$ cat config.mk
export PLATFORM = sky130hd
export DESIGN_NAME = vvps_dly
export DESIGN_NICKNAME = d
export VERILOG_FILES = /design/src/hw/rtl/vvps_dly.sv
export SDC_FILE = /design/constraint.sdc
export NUM_CORES = 1
export LEC_CHECK = 0
export BUFFER_PORTS_ARGS = -buffer_cell sky130_fd_sc_hd__buf_4
export CAP_MARGIN = 20
export CORE_ASPECT_RATIO = 0.75
export CORE_UTILIZATION = 35
export CTS_BUF_LIST = sky130_fd_sc_hd__clkbuf_16
export CTS_CLUSTER_DIAMETER = 150
export DETAILED_ROUTE_END_ITERATION = 7
export GPL_ROUTABILITY_DRIVEN = 0
export PLACE_DENSITY = 0.57
export SLEW_MARGIN = 5
export SYNTH_ARGS = -nofsm -noshare
export SYNTH_HDL_FRONTEND = slang
export SYNTH_SLANG_ARGS = --single-unit
$ cat constraint.sdc
create_clock -name clock -period 3.5 [get_ports clock]
set_input_delay 0.35 -clock clock [delete_from_list [all_inputs] [get_ports clock]]
set_output_delay 0.35 -clock clock [all_outputs]
set_load 0.02 [all_outputs]
$ cat src/hw/rtl/vvps_dly.sv
// Enabled delay line that carries valid bits and side data next to an arithmetic unit.
// No package dependencies.
module vvps_dly #(
   parameter int W     = 8,
   parameter int DEPTH = 4
) (
   input  logic         clock,
   input  logic         reset,
   input  logic         en,
   input  logic [W-1:0] d,
   output logic [W-1:0] q
);
   logic [W-1:0] stage_ff [DEPTH];

   always_ff @(posedge clock) begin
      if (reset) begin
         for (int i = 0; i < DEPTH; i++) begin
            stage_ff[i] <= '0;
         end
      end else if (en) begin
         stage_ff[0] <= d;
         for (int i = 1; i < DEPTH; i++) begin
            stage_ff[i] <= stage_ff[i-1];
         end
      end
   end

   assign q = stage_ff[DEPTH-1];

endmodule

## After elaboration in Yosys (flattened, before gate mapping)

Memory sizes are Yosys's and may differ from the RTL's.
Index checks and enable logic that the tools add are counted.

| operators by class | value |
|---|---|
| multiplexer cells | 9 |
| bitwise operators | 4 |

Operators by type and width:

| cell | count |
|---|---|
| 8-bit two-way mux | 4 |
| 1-bit two-way mux | 5 |
| 1-bit OR | 4 |

| word-level totals | value |
|---|---|
| bits in registers | 0 |
| memory bits (writable) | 32 |
| input port bits | 11 |
| output and inout port bits | 8 |
| logic and storage cells | 14 |
| memories | 1 |

Memory list:

| name | depth | width | read ports | clocked after Yosys merged registers in | wr ports | RTL line | RTL |
|---|---|---|---|---|---|---|---|
| stage_ff | 4 | 8 | 4 | 0 | 4 | 13 | `logic [W-1:0] stage_ff [DEPTH];` |

## Longest topological paths before layout

Gate-level depths: netlist (run 1).

| depth | value |
|---|---|
| depth in word-level cells | 4 |
| depth in mapped cells | 2 |
| mapped depth without buffers | 1 |

## Worst setup path after synthesis (run 1)

OpenSTA, ideal clock, no wires.

| timing path | value |
|---|---|
| path type | input -> register |
| start | input reset |
| end | memory stage_ff[0][0], enable pin |
| setup time | 390 ps |
| arrival time | 1242 ps |
| required time | 3110 ps |
| setup slack | 1868 ps |
| cell stages on the path | 2 |
| path buffers | 1 |
| cells stage by stage | buf_2 -> or2_1 |

RTL lines:

| item | RTL line | RTL |
|---|---|---|
| start: declaration | 8 | `input logic reset,` |
| end: declaration | 13 |  |

==> out/results.ini, run 1 <==
[clocking]
ctsResizeCount=0
htree_levels=2
path_clk_slew_ps=50
cts_hold_buf=0
cts_tree=yes
clock_latency_ps=270
clockBufferDepth=2
post_cts_buffers=0
clkSinkCount=32
cts_buffers=5
clockRootBuffer=clkbuf_16

[route]
drc=0
vias=643
drt-initial-drc-count=25
first_pass_iters=3
routed_wl_mm=1.696
ant_nets=0
vias_per_cell=4.528
wl_per_cell_um=11.94

[power]
p_leak_nw=0.7419
p_sw_mw=0.1660
swShare_pct=18.53
p_int_mw=0.7302
power_frac_seq_pct=50.8
finalPower_mw=0.8962
clockPowerShare_pct=43.3
ir_drop_v=0.0002991
p_comb_share_pct=6.0
power.density_nw_per_um2=555.3

[critical_path]
crit_arrival_ps=1350
critPathCaptureType=flip-flop
startpoint_type=primary input
crit_buf_inv=2
cpMostUsedCell=buf_4
worst_path_largest_cell_delay_ps=380
crit_fanout=33
required_ps=3440
critical-path-top-delay-family=buffers and inverters
slowest_stage=buf_4
crit_chain=buf_4, or2_1, buf_4
worst-setup-path-type=primary input to flip-flop

[yosys]
syn_nets=82
yosysUniqueCellTypes=5
syn_avg_cell_area_um2=18.35
yosysTopAreaCell=edfxtp_1
yosysWarnings=0
async_flop_share_pct=0
synth_top_flop_cell=edfxtp_1
yosysMostFrequentCell=edfxtp_1
yosys-top-cells-area=edfxtp_1 74%, and3b_2 15%, and3b_1 8.1%
synth_top_area_share_pct=73.78
yosysSeqAreaShare_pct=73.78
syn-cell-area_um2=1302
ys_ff_latch=32
synth-edff-count=32
synth_cells=71
synth_commonest_cells=32 x edfxtp_1, 20 x and3b_2, 12 x and3b_1, 6 x buf_2, 1 x or2_1

[global_route]
antenna_found_initial=0
grt_overflow=0
grt_pass1_vias=635
grt_usage_pct=11.00
grt_max_degree=34
grt_pass1_wl_mm=3.042

[floorplanning]
fp-row-count=18
top_level_ports=19
core_um2=3423
die_w_um=72.44
dieArea_um2=3972
die_h_um=54.83
initial_core_util_pct=38.05

[sta]
tightest_slew_ps=321.2
setup_viol=0
slew_violations=0
period_minus_slack_ps=1407
slew_headroom_pct=78.59
fmax_mhz=710.7
tns_ps=0
period_share_pct=40.20
hold_viol=0
fin_hold_ws_ps=397.3
rsz0062_at_grt=false
clock_skew_ps=2.344

[cells_and_area]
n_antenna_cell=0
fillCellCount=322
top_regs=stage_ff: 32 flops
instances_no_fill=142
area_growth_pct=23.92
largest_register=stage_ff
largest_register_ffs=32
final_nets=102
drive_above_1_share_pct=47.83

[placed_design]
place_inst=134
port_buffers=18

[status]
status=completed

[job]
max_cap_violations=0

[hold_path]
holdCritPathClass=primary input to flip-flop

[stage by stage]
step | cell area, um^2 | utilization, % | setup WS, ps
after floorplan | 1303 | - | 1868
after global placement | 1478 | 43.17 | 1864
after detailed placement | 1478 | 43.17 | 1807
after CTS | 1614 | 47.15 | 2090
after global routing | 1614 | 47.15 | 2016
final | 1614 | 47.15 | 2093
[cells in the final DEF (no fill, tap or decap), drive strengths merged]
cell | synthesis | layout
and3b | 32 | 32
buf | 6 | 19
clkbuf | 0 | 5
clkinv | 0 | 1
edfxtp | 32 | 32
inv | 0 | 2
or2 | 1 | 1
[per-layer routing]
layer | global-route usage [%] | up-vias | share of wire, % | routed length, um
met5 | 0 | - | 0 | 0
met4 | 7.843 | 0 | 2.5 | 43
met3 | 4.420 | 4 | 6.3 | 107
met2 | 17.60 | 18 | 47 | 789
met1 | 12.27 | 306 | 45 | 755
li1 | - | 315 | - | -
[cells by family after synthesis]
family                 share of synthesized area [%]
and+or+nand+nor                                23.92
buffers and inverters                          2.306
DFF                                            73.78
[layout make-up]
cell class / count / area [um^2] / share of cell area [%]
Sequential cell: 32 / 960.9 / 59.53
Tap cell: 50 / 62.56 / 3.876
Timing Repair Buffer: 19 / 142.6 / 8.837
Multi-Input combinational cell: 33 / 311.5 / 19.30
Clock buffer: 5 / 125.1 / 7.752
Clock inverter: 3 / 11.26 / 0.6977
[worst paths after layout]
check	start	endpoint	slack [ps]	cells after the start
max reg2reg	stage_ff[2][0]$_SDFFCE_PN0P_	stage_ff[3][0]$_SDFFCE_PN0P_	2700	1
min reg2reg	stage_ff[1][0]$_SDFFCE_PN0P_	stage_ff[2][0]$_SDFFCE_PN0P_	550	1
max	en	stage_ff[0][4]$_SDFFCE_PN0P_	2090	3
min	d[7]	stage_ff[0][7]$_SDFFCE_PN0P_	400	2
[power groups by stage]
stage                     registers, mW  clock network (mW)  logic [mW]
final                             0.455               0.388      0.0534
after CTS                         0.455               0.403      0.0545
after floorplan                   0.469                   0      0.0248
after global routing              0.457               0.417      0.0590
after detailed placement          0.462                   0      0.0545
after global placement            0.461                   0      0.0529
Power figures use the tool's default switching activity.
==> run 2, diff against run 1 <==
==> constraint.sdc (replaced) <==
create_clock -name clock -period 1.4 [get_ports clock]
set_input_delay 0.14 -clock clock [delete_from_list [all_inputs] [get_ports clock]]
set_output_delay 0.14 -clock clock [all_outputs]
set_load 0.02 [all_outputs]
==> out/results.ini, run 2 (synthesis gave the netlist of run 1 again) <==
[placed_design]
hpwl_um=876.1
postPlaceCellArea_um2=1485  ; +0.51%
port_buffers=18  ; unchanged
place_inst=135  ; +0.75%

[sta]
rsz0062_at_grt=false
tightest_slew_ps=723.8  ; +402.6 ps
tns_ps=0  ; unchanged
hold_viol=0  ; unchanged
period_minus_slack_ps=934.1
slew_headroom_pct=51.75  ; -27 points
clock_skew_ps=2.127  ; -0.2164 ps
period_share_pct=66.72
slew_violations=0  ; unchanged
fmax_mhz=1071
setup_viol=0  ; unchanged

[clocking]
cts_hold_buf=0  ; unchanged
cts_tree=yes
path_clk_slew_ps=50  ; about the same
clkSinkCount=32  ; unchanged
post_cts_buffers=0  ; unchanged
clockBufferDepth=2  ; unchanged
clockRootBuffer=clkbuf_16
htree_levels=2  ; unchanged
clock_latency_ps=270  ; about the same
ctsResizeCount=0  ; unchanged
cts_buffers=5  ; unchanged

[power]
p_comb_share_pct=6.0  ; about the same
p_sw_mw=0.4100  ; +150%
clockPowerShare_pct=43.1  ; -0.2 points
power_frac_seq_pct=50.9  ; about the same
power.density_nw_per_um2=1380  ; +150%
finalPower_mw=2.238  ; +150%
ir_drop_v=0.0005900  ; +97%
swShare_pct=18.32  ; -0.20 points
p_leak_nw=0.7476  ; +0.77%
p_int_mw=1.828  ; +150%

[cells_and_area]
layout_commonest_cell=edfxtp_1
final_nets=103  ; +0.98%
instances_no_fill=143  ; +0.70%
drive_above_1_share_pct=49.46  ; +1.6 points
top_regs=stage_ff: 32 flops
n_antenna_cell=0  ; unchanged
layout_common_cells=32 x edfxtp_1, 20 x and3b_2, 20 x buf_4
fin_area_um2=1622  ; +0.47%
area_growth_pct=24.50
fillCellCount=311  ; -3.4%
largest_register_ffs=32  ; unchanged
largest_register=stage_ff

[critical_path]
slowest_stage=edfxtp_1
crit_fanout=1  ; -97%
crit_buf_inv=1  ; -1
required_ps=1260  ; -2180 ps
startpoint_type=flip-flop
crit_chain=buf_4
critPathCaptureType=output pin
crit_path_start=stage_ff[3][5]$_SDFFCE_PN0P_
worst_path_largest_cell_delay_ps=360  ; -20 ps
critical-path-top-delay-family=flip-flops
worst-setup-path-type=flip-flop to output pin
crit_arrival_ps=790  ; -560 ps
timing.rr.start=stage_ff[0][4]$_SDFFCE_PN0P_

[global_route]
grt_max_degree=33  ; -2.9%
grt_pass1_vias=628  ; -1.1%
grt_pass1_wl_mm=2.773  ; -8.8%
grt_usage_pct=10.04  ; -0.95 points
antenna_found_initial=0  ; unchanged
grt_overflow=0  ; unchanged

[floorplanning]
initial_core_util_pct=38.05  ; unchanged
fp-row-count=18  ; unchanged
top_level_ports=19  ; unchanged
die_h_um=54.83  ; unchanged
core_um2=3423  ; unchanged
die_w_um=72.44  ; unchanged
dieArea_um2=3972  ; unchanged

[job]
max_cap_violations=0  ; unchanged

[route]
first_pass_iters=3  ; unchanged
wl_per_cell_um=11.06  ; -7.4%
routed_wl_mm=1.581  ; -6.8%
ant_nets=0  ; unchanged
drc=0  ; unchanged
vias=623  ; -3.1%
drt-initial-drc-count=48  ; +92%
vias_per_cell=4.357  ; -3.8%

[status]
status=completed

[hold_path]
holdCritPathClass=primary input to flip-flop
min_from=d[7]

==> run 2: cell count changes in the layout (fill, tap and decap cells not counted) <==
cell / delta
buf_4: +1
or2_1: -1
or2_2: +1
==> run 2: metrics by stage <==
step | hold slack [ps] | utilization, % | setup WS, ps
finish | 182.9 | 47.37 | 465.9
global route | 177.4 | 47.37 | 422.1
CTS | 178.3 | 47.37 | 452.3
detailed placement | 460.9 | 43.38 | 189.0
global placement | 458.6 | 43.38 | 212.4
floorplan | 372.8 | - | 286.4
==> run 2: area by class of cell <==
type                       count  area, um^2  share of cell area, %
tap                           50       62.56                  3.858
timing repair buffer          20       150.1                  9.259
multi-input combinational     33       311.5                  19.21
clock buffer                   5       125.1                  7.716
sequential                    32       960.9                  59.26
clock inverter                 3       11.26                 0.6944
==> run 2: worst paths after layout <==
path                                                      to  slack [ps]  cells past startpoint
worst max-delay path                                    q[5]         470                      1
worst min register to register  stage_ff[1][1]$_SDFFCE_PN0P_         550                      1
worst min-delay path            stage_ff[0][7]$_SDFFCE_PN0P_         180                      2
worst max register to register  stage_ff[1][4]$_SDFFCE_PN0P_         600                      1
==> run 2: layer usage <==
metal	share of wire, %	GRT usage, %
met3	7.1	4.604
met2	47	16.20
met5	0	0
met1	44	10.50
met4	2.1	7.843
==> run 2: power groups by stage <==
stage	logic [mW]	clock network, mW	registers (mW)
global route	0.148	1.05	1.14
CTS	0.137	1.01	1.14
finish	0.134	0.966	1.14
floorplan	0.0624	0	1.17
detailed placement	0.137	0	1.16
global placement	0.134	0	1.15
