File: config.mk
export PLATFORM = sky130hd
export DESIGN_NAME = vvps_sqrt
export DESIGN_NICKNAME = d
export VERILOG_FILES = /design/src/hw/rtl/vvps_sqrt.sv
export SDC_FILE = /design/constraint.sdc
export NUM_CORES = 2
export LEC_CHECK = 0
export BUFFER_PORTS_ARGS = -buffer_cell sky130_fd_sc_hd__clkbuf_2
export CAP_MARGIN = 10
export CORE_ASPECT_RATIO = 0.8
export CORE_MARGIN = 8
export CORE_UTILIZATION = 59
export CTS_BUF_LIST = sky130_fd_sc_hd__clkbuf_8 sky130_fd_sc_hd__clkbuf_16
export DETAILED_ROUTE_END_ITERATION = 7
export PLACE_DENSITY = 0.89
export RECOVER_POWER = 50
export SYNTH_ARGS = -nofsm -noshare
export SYNTH_HDL_FRONTEND = slang
export SYNTH_SLANG_ARGS = --single-unit
File: constraint.sdc
create_clock -name clock -period 6.13 [get_ports clock]
set_input_delay 0.3065 -clock clock [delete_from_list [all_inputs] [get_ports clock]]
set_output_delay 0.3065 -clock clock [all_outputs]
set_load 0.1 [all_outputs]
File: src/hw/rtl/vvps_sqrt.sv
// Pipelined digit-by-digit integer square root, STEPS root bits per stage.
// Gives the floor root and whether a remainder is left. No package dependencies.
module vvps_sqrt #(
   parameter int IN_W  = 64,
   parameter int STEPS = 2
) (
   input  logic              clock,
   input  logic              en,
   input  logic [IN_W-1:0]   radicand,
   output logic [IN_W/2-1:0] root,
   output logic              rem_nz
);
   localparam int ROOT_W = IN_W / 2;
   localparam int REM_W  = ROOT_W + 2;
   localparam int LAT    = (ROOT_W + STEPS - 1) / STEPS;
   localparam int W      = REM_W + ROOT_W + IN_W;

   // state word: {remainder, root, radicand bits not yet consumed}
   logic [W-1:0] src     [LAT];
   logic [W-1:0] work_in [LAT];
   logic [W-1:0] work_ff [LAT];

   assign src[0] = {{REM_W{1'b0}}, {ROOT_W{1'b0}}, radicand};

   for (genvar s = 1; s < LAT; s++) begin : g_link
      assign src[s] = work_ff[s-1];
   end

   for (genvar s = 0; s < LAT; s++) begin : g_stage
      always_comb begin
         logic [REM_W-1:0]  rem;
         logic [ROOT_W-1:0] rt;
         logic [IN_W-1:0]   rest;
         logic [REM_W+1:0]  t;
         logic [REM_W+1:0]  trial;
         {rem, rt, rest} = src[s];
         for (int i = 0; i < STEPS; i++) begin
            if (s * STEPS + i < ROOT_W) begin
               t     = {rem, rest[IN_W-1:IN_W-2]};
               trial = (REM_W + 2)'({rt, 2'b01});
               rest  = {rest[IN_W-3:0], 2'b00};
               if (t >= trial) begin
                  t  = t - trial;
                  rt = {rt[ROOT_W-2:0], 1'b1};
               end else begin
                  rt = {rt[ROOT_W-2:0], 1'b0};
               end
               rem = t[REM_W-1:0];
            end
         end
         work_in[s] = {rem, rt, rest};
      end

      always_ff @(posedge clock) begin
         if (en) begin
            work_ff[s] <= work_in[s];
         end
      end
   end

   assign root   = work_ff[LAT-1][ROOT_W+IN_W-1:IN_W];
   assign rem_nz = |work_ff[LAT-1][W-1:ROOT_W+IN_W];

endmodule

Word-level counts from Yosys, hierarchy flattened

Memories as Yosys holds them, arrays and structs flattened.
Index checks and enable logic that the tools add are counted.

Add/sub/neg operators: 32
Magnitude comparators: 32
Mux-type cells: 66
Reductions and logical operators: 1

Operators by type and width:

| operator                                                          | count |
|---|---|
| two-way mux 34 bit                                                | 32 |
| greater-or-equal comparator 36 x 34 -> 1 bit                      | 30 |
| subtractor 34 bit                                                 | 30 |
| greater-or-equal comparator 36 x 3 -> 1 bit                       | 1 |
| two-way mux 1 bit                                                 | 34 |
| OR reduction 34 bit                                               | 1 |
| subtractor 34 x 3 -> 34 bit                                       | 1 |
| subtractor 2 x 1 -> 3 bit, second input constant                  | 1 |
| greater-or-equal comparator 2 x 1 -> 1 bit, second input constant | 1 |

Bits in registers: 0
RAM bits: 2016
Input port bits: 66
Output and inout bits: 33
Logic and storage cells: 132
Memories: 1

Memory list:

| memory  | depth | width | rd ports | clocked after memory_dff | write ports | RTL line | text |
|---|---|---|---|---|---|---|---|
| work_ff | 16    | 126   | 16       | 0                        | 16          | 21       | `logic [W-1:0] work_ff [LAT];` |

Logic depth before layout (Yosys ltp)

An unclocked memory read counts as a cell.

Depth after elaboration: 5
Mapped depth: 30
Mapped depth without buffers: 27

Worst setup path after synthesis

No wires, ideal clock.

Path type: register to register
From: mem work_ff[1][362] in the netlist's numbering
To: mem work_ff[1][479] in the netlist's numbering, data pin
Setup time: 0.260 ns
Data arrival time: 5.769 ns
Data required time: 5.870 ns
Slack: 0.101 ns
Stages on the path, launching flop included: 26
Buffers on the path: 5
Period minus slack after synthesis: 6.029 ns
Path through: edfxtp_1 > ha_1 > clkbuf_1 > nand4_1 > nor4_1 > inv_1 > a211oi_1 > or3_1 > clkbuf_1 > clkbuf_1 > nor2_1 > nor2_1 > ha_1 > clkbuf_1 > a21oi_1 > o21ai_0 > a221o_1 > a21oi_1 > o21a_1 > nand2_1 > o21ai_1 > o31ai_1 > a2111o_1 > nor3_4 > buf_2 > mux2_2

RTL lines:

| element         | RTL line |
|---|---|
| start, declared | 21 |

==> out/results.ini <==
[timing]
final.min_clock_period_ns=6.02
finalSetupViolCount=0
max-slew-margin-rel_pct=-185
post-route-worst-setup-slack_ns=0.112
min_period_over_period_pct=98.2
timing.clock.skew_ns=0.0405
finalSetupTns_ns=0
worst_slew_pin_slew_ns=4.28
hold_violations=0
timing.final.max_slew_violations=631
max_freq_mhz=166

[run_status]
failed_checks=capacitance limit, slew limit
run_status=finished, violations left

[synth]
yosysWarnings=0
most_used_dff_post_synth=sky130_fd_sc_hd__edfxtp_1
synth.avg_cell_area_um2=10.1
synth_async_sr_flop_share_pct=0
syn-cell-area_um2=83500
number_of_standard_cells_after_synthesis=8291
synth_cell_types=103
ff_latch_count_synth=1271
synth.yosys.seq_area_share_pct=45.7
number_of_flops_mapped_to_enable_cells_by_yosys=1271

[floorplanning]
floorplan.die_area_um2=154000
ports_placed_on_the_boundary=99
die_x_extent_um=437
core_area_um2=141000
core.rowCount=123
initial_core_util_pct=59.4
die_height_um=352

[route]
first_pass_iters=7
vias=68100
detail_route.iter0.violations=8763
final_antenna_net_count=0
drt_drc_violations_left=0
vias_per_cell=6.37
wire_per_inst_um=21.8
routed_wirelength_mm=233

[place]
port_buffers=98
gp_congestion=1.02
dpl_cell_area_um2=87900
pre_cts_slack_ns=-0.331
dpl.hpwl_mm=173

[critical_path]
launch_instance_of_the_worst_register_to_register_path=work_ff[1][697]
reg2regPathDepth=24
crit_path_end_kind=register
crit_fanout=21
critical_path_class=register to register
critical_path.slowest_cell=sky130_fd_sc_hd__ha_1
path_buf_inv=7
r2r-end=work_ff[1][853]
required_time_worst_endpoint_ns=6.68
cp_data_arrival_time_ns=6.57
worst_setup_path_start_kind=register
cp_common_cell=sky130_fd_sc_hd__buf_4
ff2ff_setup_slack_ns=0.11
cells_traversed_along_the_worst_timing_path=inv_1 -> ha_1 -> nand4_1 -> nor3_2 -> o311ai_0 -> buf_4 -> a31oi_1 -> a211o_2 -> inv_1 -> buf_12 -> o31ai_1 -> ha_1 -> buf_4 -> nand4_1 -> nor3_1 -> a211oi_1 -> o41ai_2 -> a21oi_1 -> o21a_1 -> o2111ai_1 -> nand3b_1 -> buf_4 -> buf_12 -> mux2_2
critical_path.max_stage_delay_ns=0.39
path_delay_family=compound AO/OA/AOI/OAI gates

[global_routing]
first_global_vias=63100
grt_overflow_total=0
gr-usage-all-layers_pct=28.6
grt_first_pass_wirelength_mm=357
grt_antenna_before_repair=4
grt_start_max_net_pins=193

[power]
worst_ir_drop_vdd_v=0.000313
cellPowerDensity_nw_per_um2=450
power.leakage_nw=37.6
report.power.total_mw=42.3

[clock_network]
cts_tree=built
cts_clk_pin_slew_worst_paths_ns=0.06
inserted_clock_buffers=132
clock_tree.buffer_depth=3
worstSkewPairLatency_ns=0.82
number_of_sinks_on_the_clock_net=1271
ctsRootBufferMaster=sky130_fd_sc_hd__clkbuf_16
cts_htree_levels=4

[worst_hold_path]
min_path_cells=2
end_point_of_the_worst_hold_path=work_ff[0][54]
min-delay-path-class=input pin to register
hp-start=radicand[54]

[final_layout]
design_area_um2=93900
flow.area_growth_from_synthesis_pct=12.5
regMostFlops=work_ff
final_nets=9321
largest_registers=work_ff (1271)
largest_register_ff_count=1271
drive_above_1_share_pct=11.1

[job]
max_cap_viol_count=7

## layout make-up
| cell class | instances | area, um^2 |
|---|---|---|
| tap | 1875 | 2350 |
| multi-input combinational | 6274 | 42900 |
| sequential | 1271 | 38200 |
| inverter | 485 | 1830 |
| fill | 10300 | 46600 |
| antenna | 2 | 5.00 |
| clock buffer | 133 | 3330 |
| timing repair buffer | 532 | 4070 |
| clock inverter | 109 | 1240 |
## power by group
| group | internal [mW] | total, mW | switching, mW |
|---|---|---|---|
| sequential | 11.9 | 13.2 | 1.29 |
| combinational | 8.67 | 20.8 | 12.1 |
| clock | 4.63 | 8.33 | 3.70 |
## synth_stat cells (26+ instances only)
cell,count,area [um^2]
sky130_fd_sc_hd__a211oi_1,68,510
sky130_fd_sc_hd__a21o_1,303,2270
sky130_fd_sc_hd__a21oi_1,661,3310
sky130_fd_sc_hd__a31oi_1,73,457
sky130_fd_sc_hd__and2_1,61,382
sky130_fd_sc_hd__and3_1,68,425
sky130_fd_sc_hd__and4_1,31,272
sky130_fd_sc_hd__buf_4,37,278
sky130_fd_sc_hd__clkbuf_1,180,676
sky130_fd_sc_hd__edfxtp_1,1271,38200
sky130_fd_sc_hd__ha_1,559,6990
sky130_fd_sc_hd__inv_1,474,1780
sky130_fd_sc_hd__mux2_2,111,1250
sky130_fd_sc_hd__mux2i_1,27,270
sky130_fd_sc_hd__nand2_1,696,2610
sky130_fd_sc_hd__nand2b_1,90,563
sky130_fd_sc_hd__nand3_1,189,946
sky130_fd_sc_hd__nand3b_1,26,195
sky130_fd_sc_hd__nand4_1,133,832
sky130_fd_sc_hd__nor2_1,667,2500
sky130_fd_sc_hd__nor2b_1,62,388
sky130_fd_sc_hd__nor3_1,193,966
sky130_fd_sc_hd__nor3b_1,31,233
sky130_fd_sc_hd__nor4_1,102,638
sky130_fd_sc_hd__o211ai_1,44,330
sky130_fd_sc_hd__o21a_1,100,751
sky130_fd_sc_hd__o21ai_0,450,2250
sky130_fd_sc_hd__o21bai_1,73,548
sky130_fd_sc_hd__o31ai_1,60,450
sky130_fd_sc_hd__or2_2,43,269
sky130_fd_sc_hd__or3_1,91,569
sky130_fd_sc_hd__or4_1,47,353
sky130_fd_sc_hd__xnor2_1,531,4650
sky130_fd_sc_hd__xor2_1,297,2600
## worst register-to-register path: cells and delay by family (launching register included)
family	cells	cell delay [ns]
buffers and inverters	7	1.07
adders and majority gates	2	0.73
and+or+nand+nor	5	1.10
AOI/OAI and AO/OA	9	2.20
DFF	1	0.38
muxes	1	0.29
## cell usage in the layout, fill, tap and decap left out, drive strengths merged, types with 68 or more instances in the layout
cell type  Yosys  final
edfxtp      1271   1271
nand2        698    698
nor2         667    667
a21oi        661    661
ha           559    559
xnor2        531    531
inv          483    514
o21ai        455    455
buf           81    342
a21o         303    303
xor2         297    297
clkbuf       181    257
nor3         196    196
nand3        190    190
nand4        135    135
mux2         114    114
nor4         108    108
o21a         100    100
or3           92     92
nand2b        90     90
o21bai        73     73
a31oi         73     73
and3          68     68
a211oi        68     68
## logic make-up (layout without fill, tap and decap cells)
| family | after synthesis | count (layout) | share of synthesized area (%) |
|---|---|---|---|
| XOR/XNOR | 828 | 828 | 8.69 |
| flip-flops | 1271 | 1271 | 45.7 |
| adder cells (fa/ha/maj) | 559 | 559 | 8.38 |
| other | 1 | 4 | 0.00449 |
| AND/OR/NAND/NOR | 2636 | 2636 | 15.8 |
| AO/OA/AOI/OAI | 2108 | 2108 | 16.0 |
| multiplexers | 141 | 141 | 1.86 |
| buffers and inverters | 747 | 1259 | 3.57 |
## what timing repair did
item | CTS | global route
buffers inserted | 1 | 31
resized for setup | 11 | 147
setup endpoints to repair | 54 | 295
pin swaps | 1 | 23
endpoints found under the hold margin | 66 | 0
gates cloned | 0 | 4
hold buffers | 66 | 0
## through the flow
stage                     utilization, %  hold slack, ns  instances
after global placement              62.5           0.400      10300
after detailed placement            62.5           0.405      10300
after global routing                66.8           0.183      10700
final                               66.8           0.204      10700
after floorplan                        -           0.400       8292
after CTS                           66.3          0.0775      10600
## worst max-delay path by stage
stage          slack, ns              end             from  cells after the start
2_1_floorplan       0.10  work_ff[1][479]  work_ff[1][362]                     25
3_3_place_gp       -0.14  work_ff[1][626]  work_ff[1][441]                     25
3_5_place_dp       -0.33  work_ff[1][853]  work_ff[1][697]                     24
4_1_cts             0.02  work_ff[1][121]  work_ff[0][943]                     26
5_1_grt            -0.14  work_ff[1][627]  work_ff[1][442]                     27
6_report            0.11  work_ff[1][853]  work_ff[1][697]                     24
## layer usage
layer	track usage, %	part of all wire (%)	up-vias
li1	-	-	31500
met1	42.8	44	32300
met2	41.3	42	3833
met3	7.00	12	450
met4	7.77	2.8	2
met5	0	0.0060	-
No activity file was read; power rests on OpenSTA's default activity.
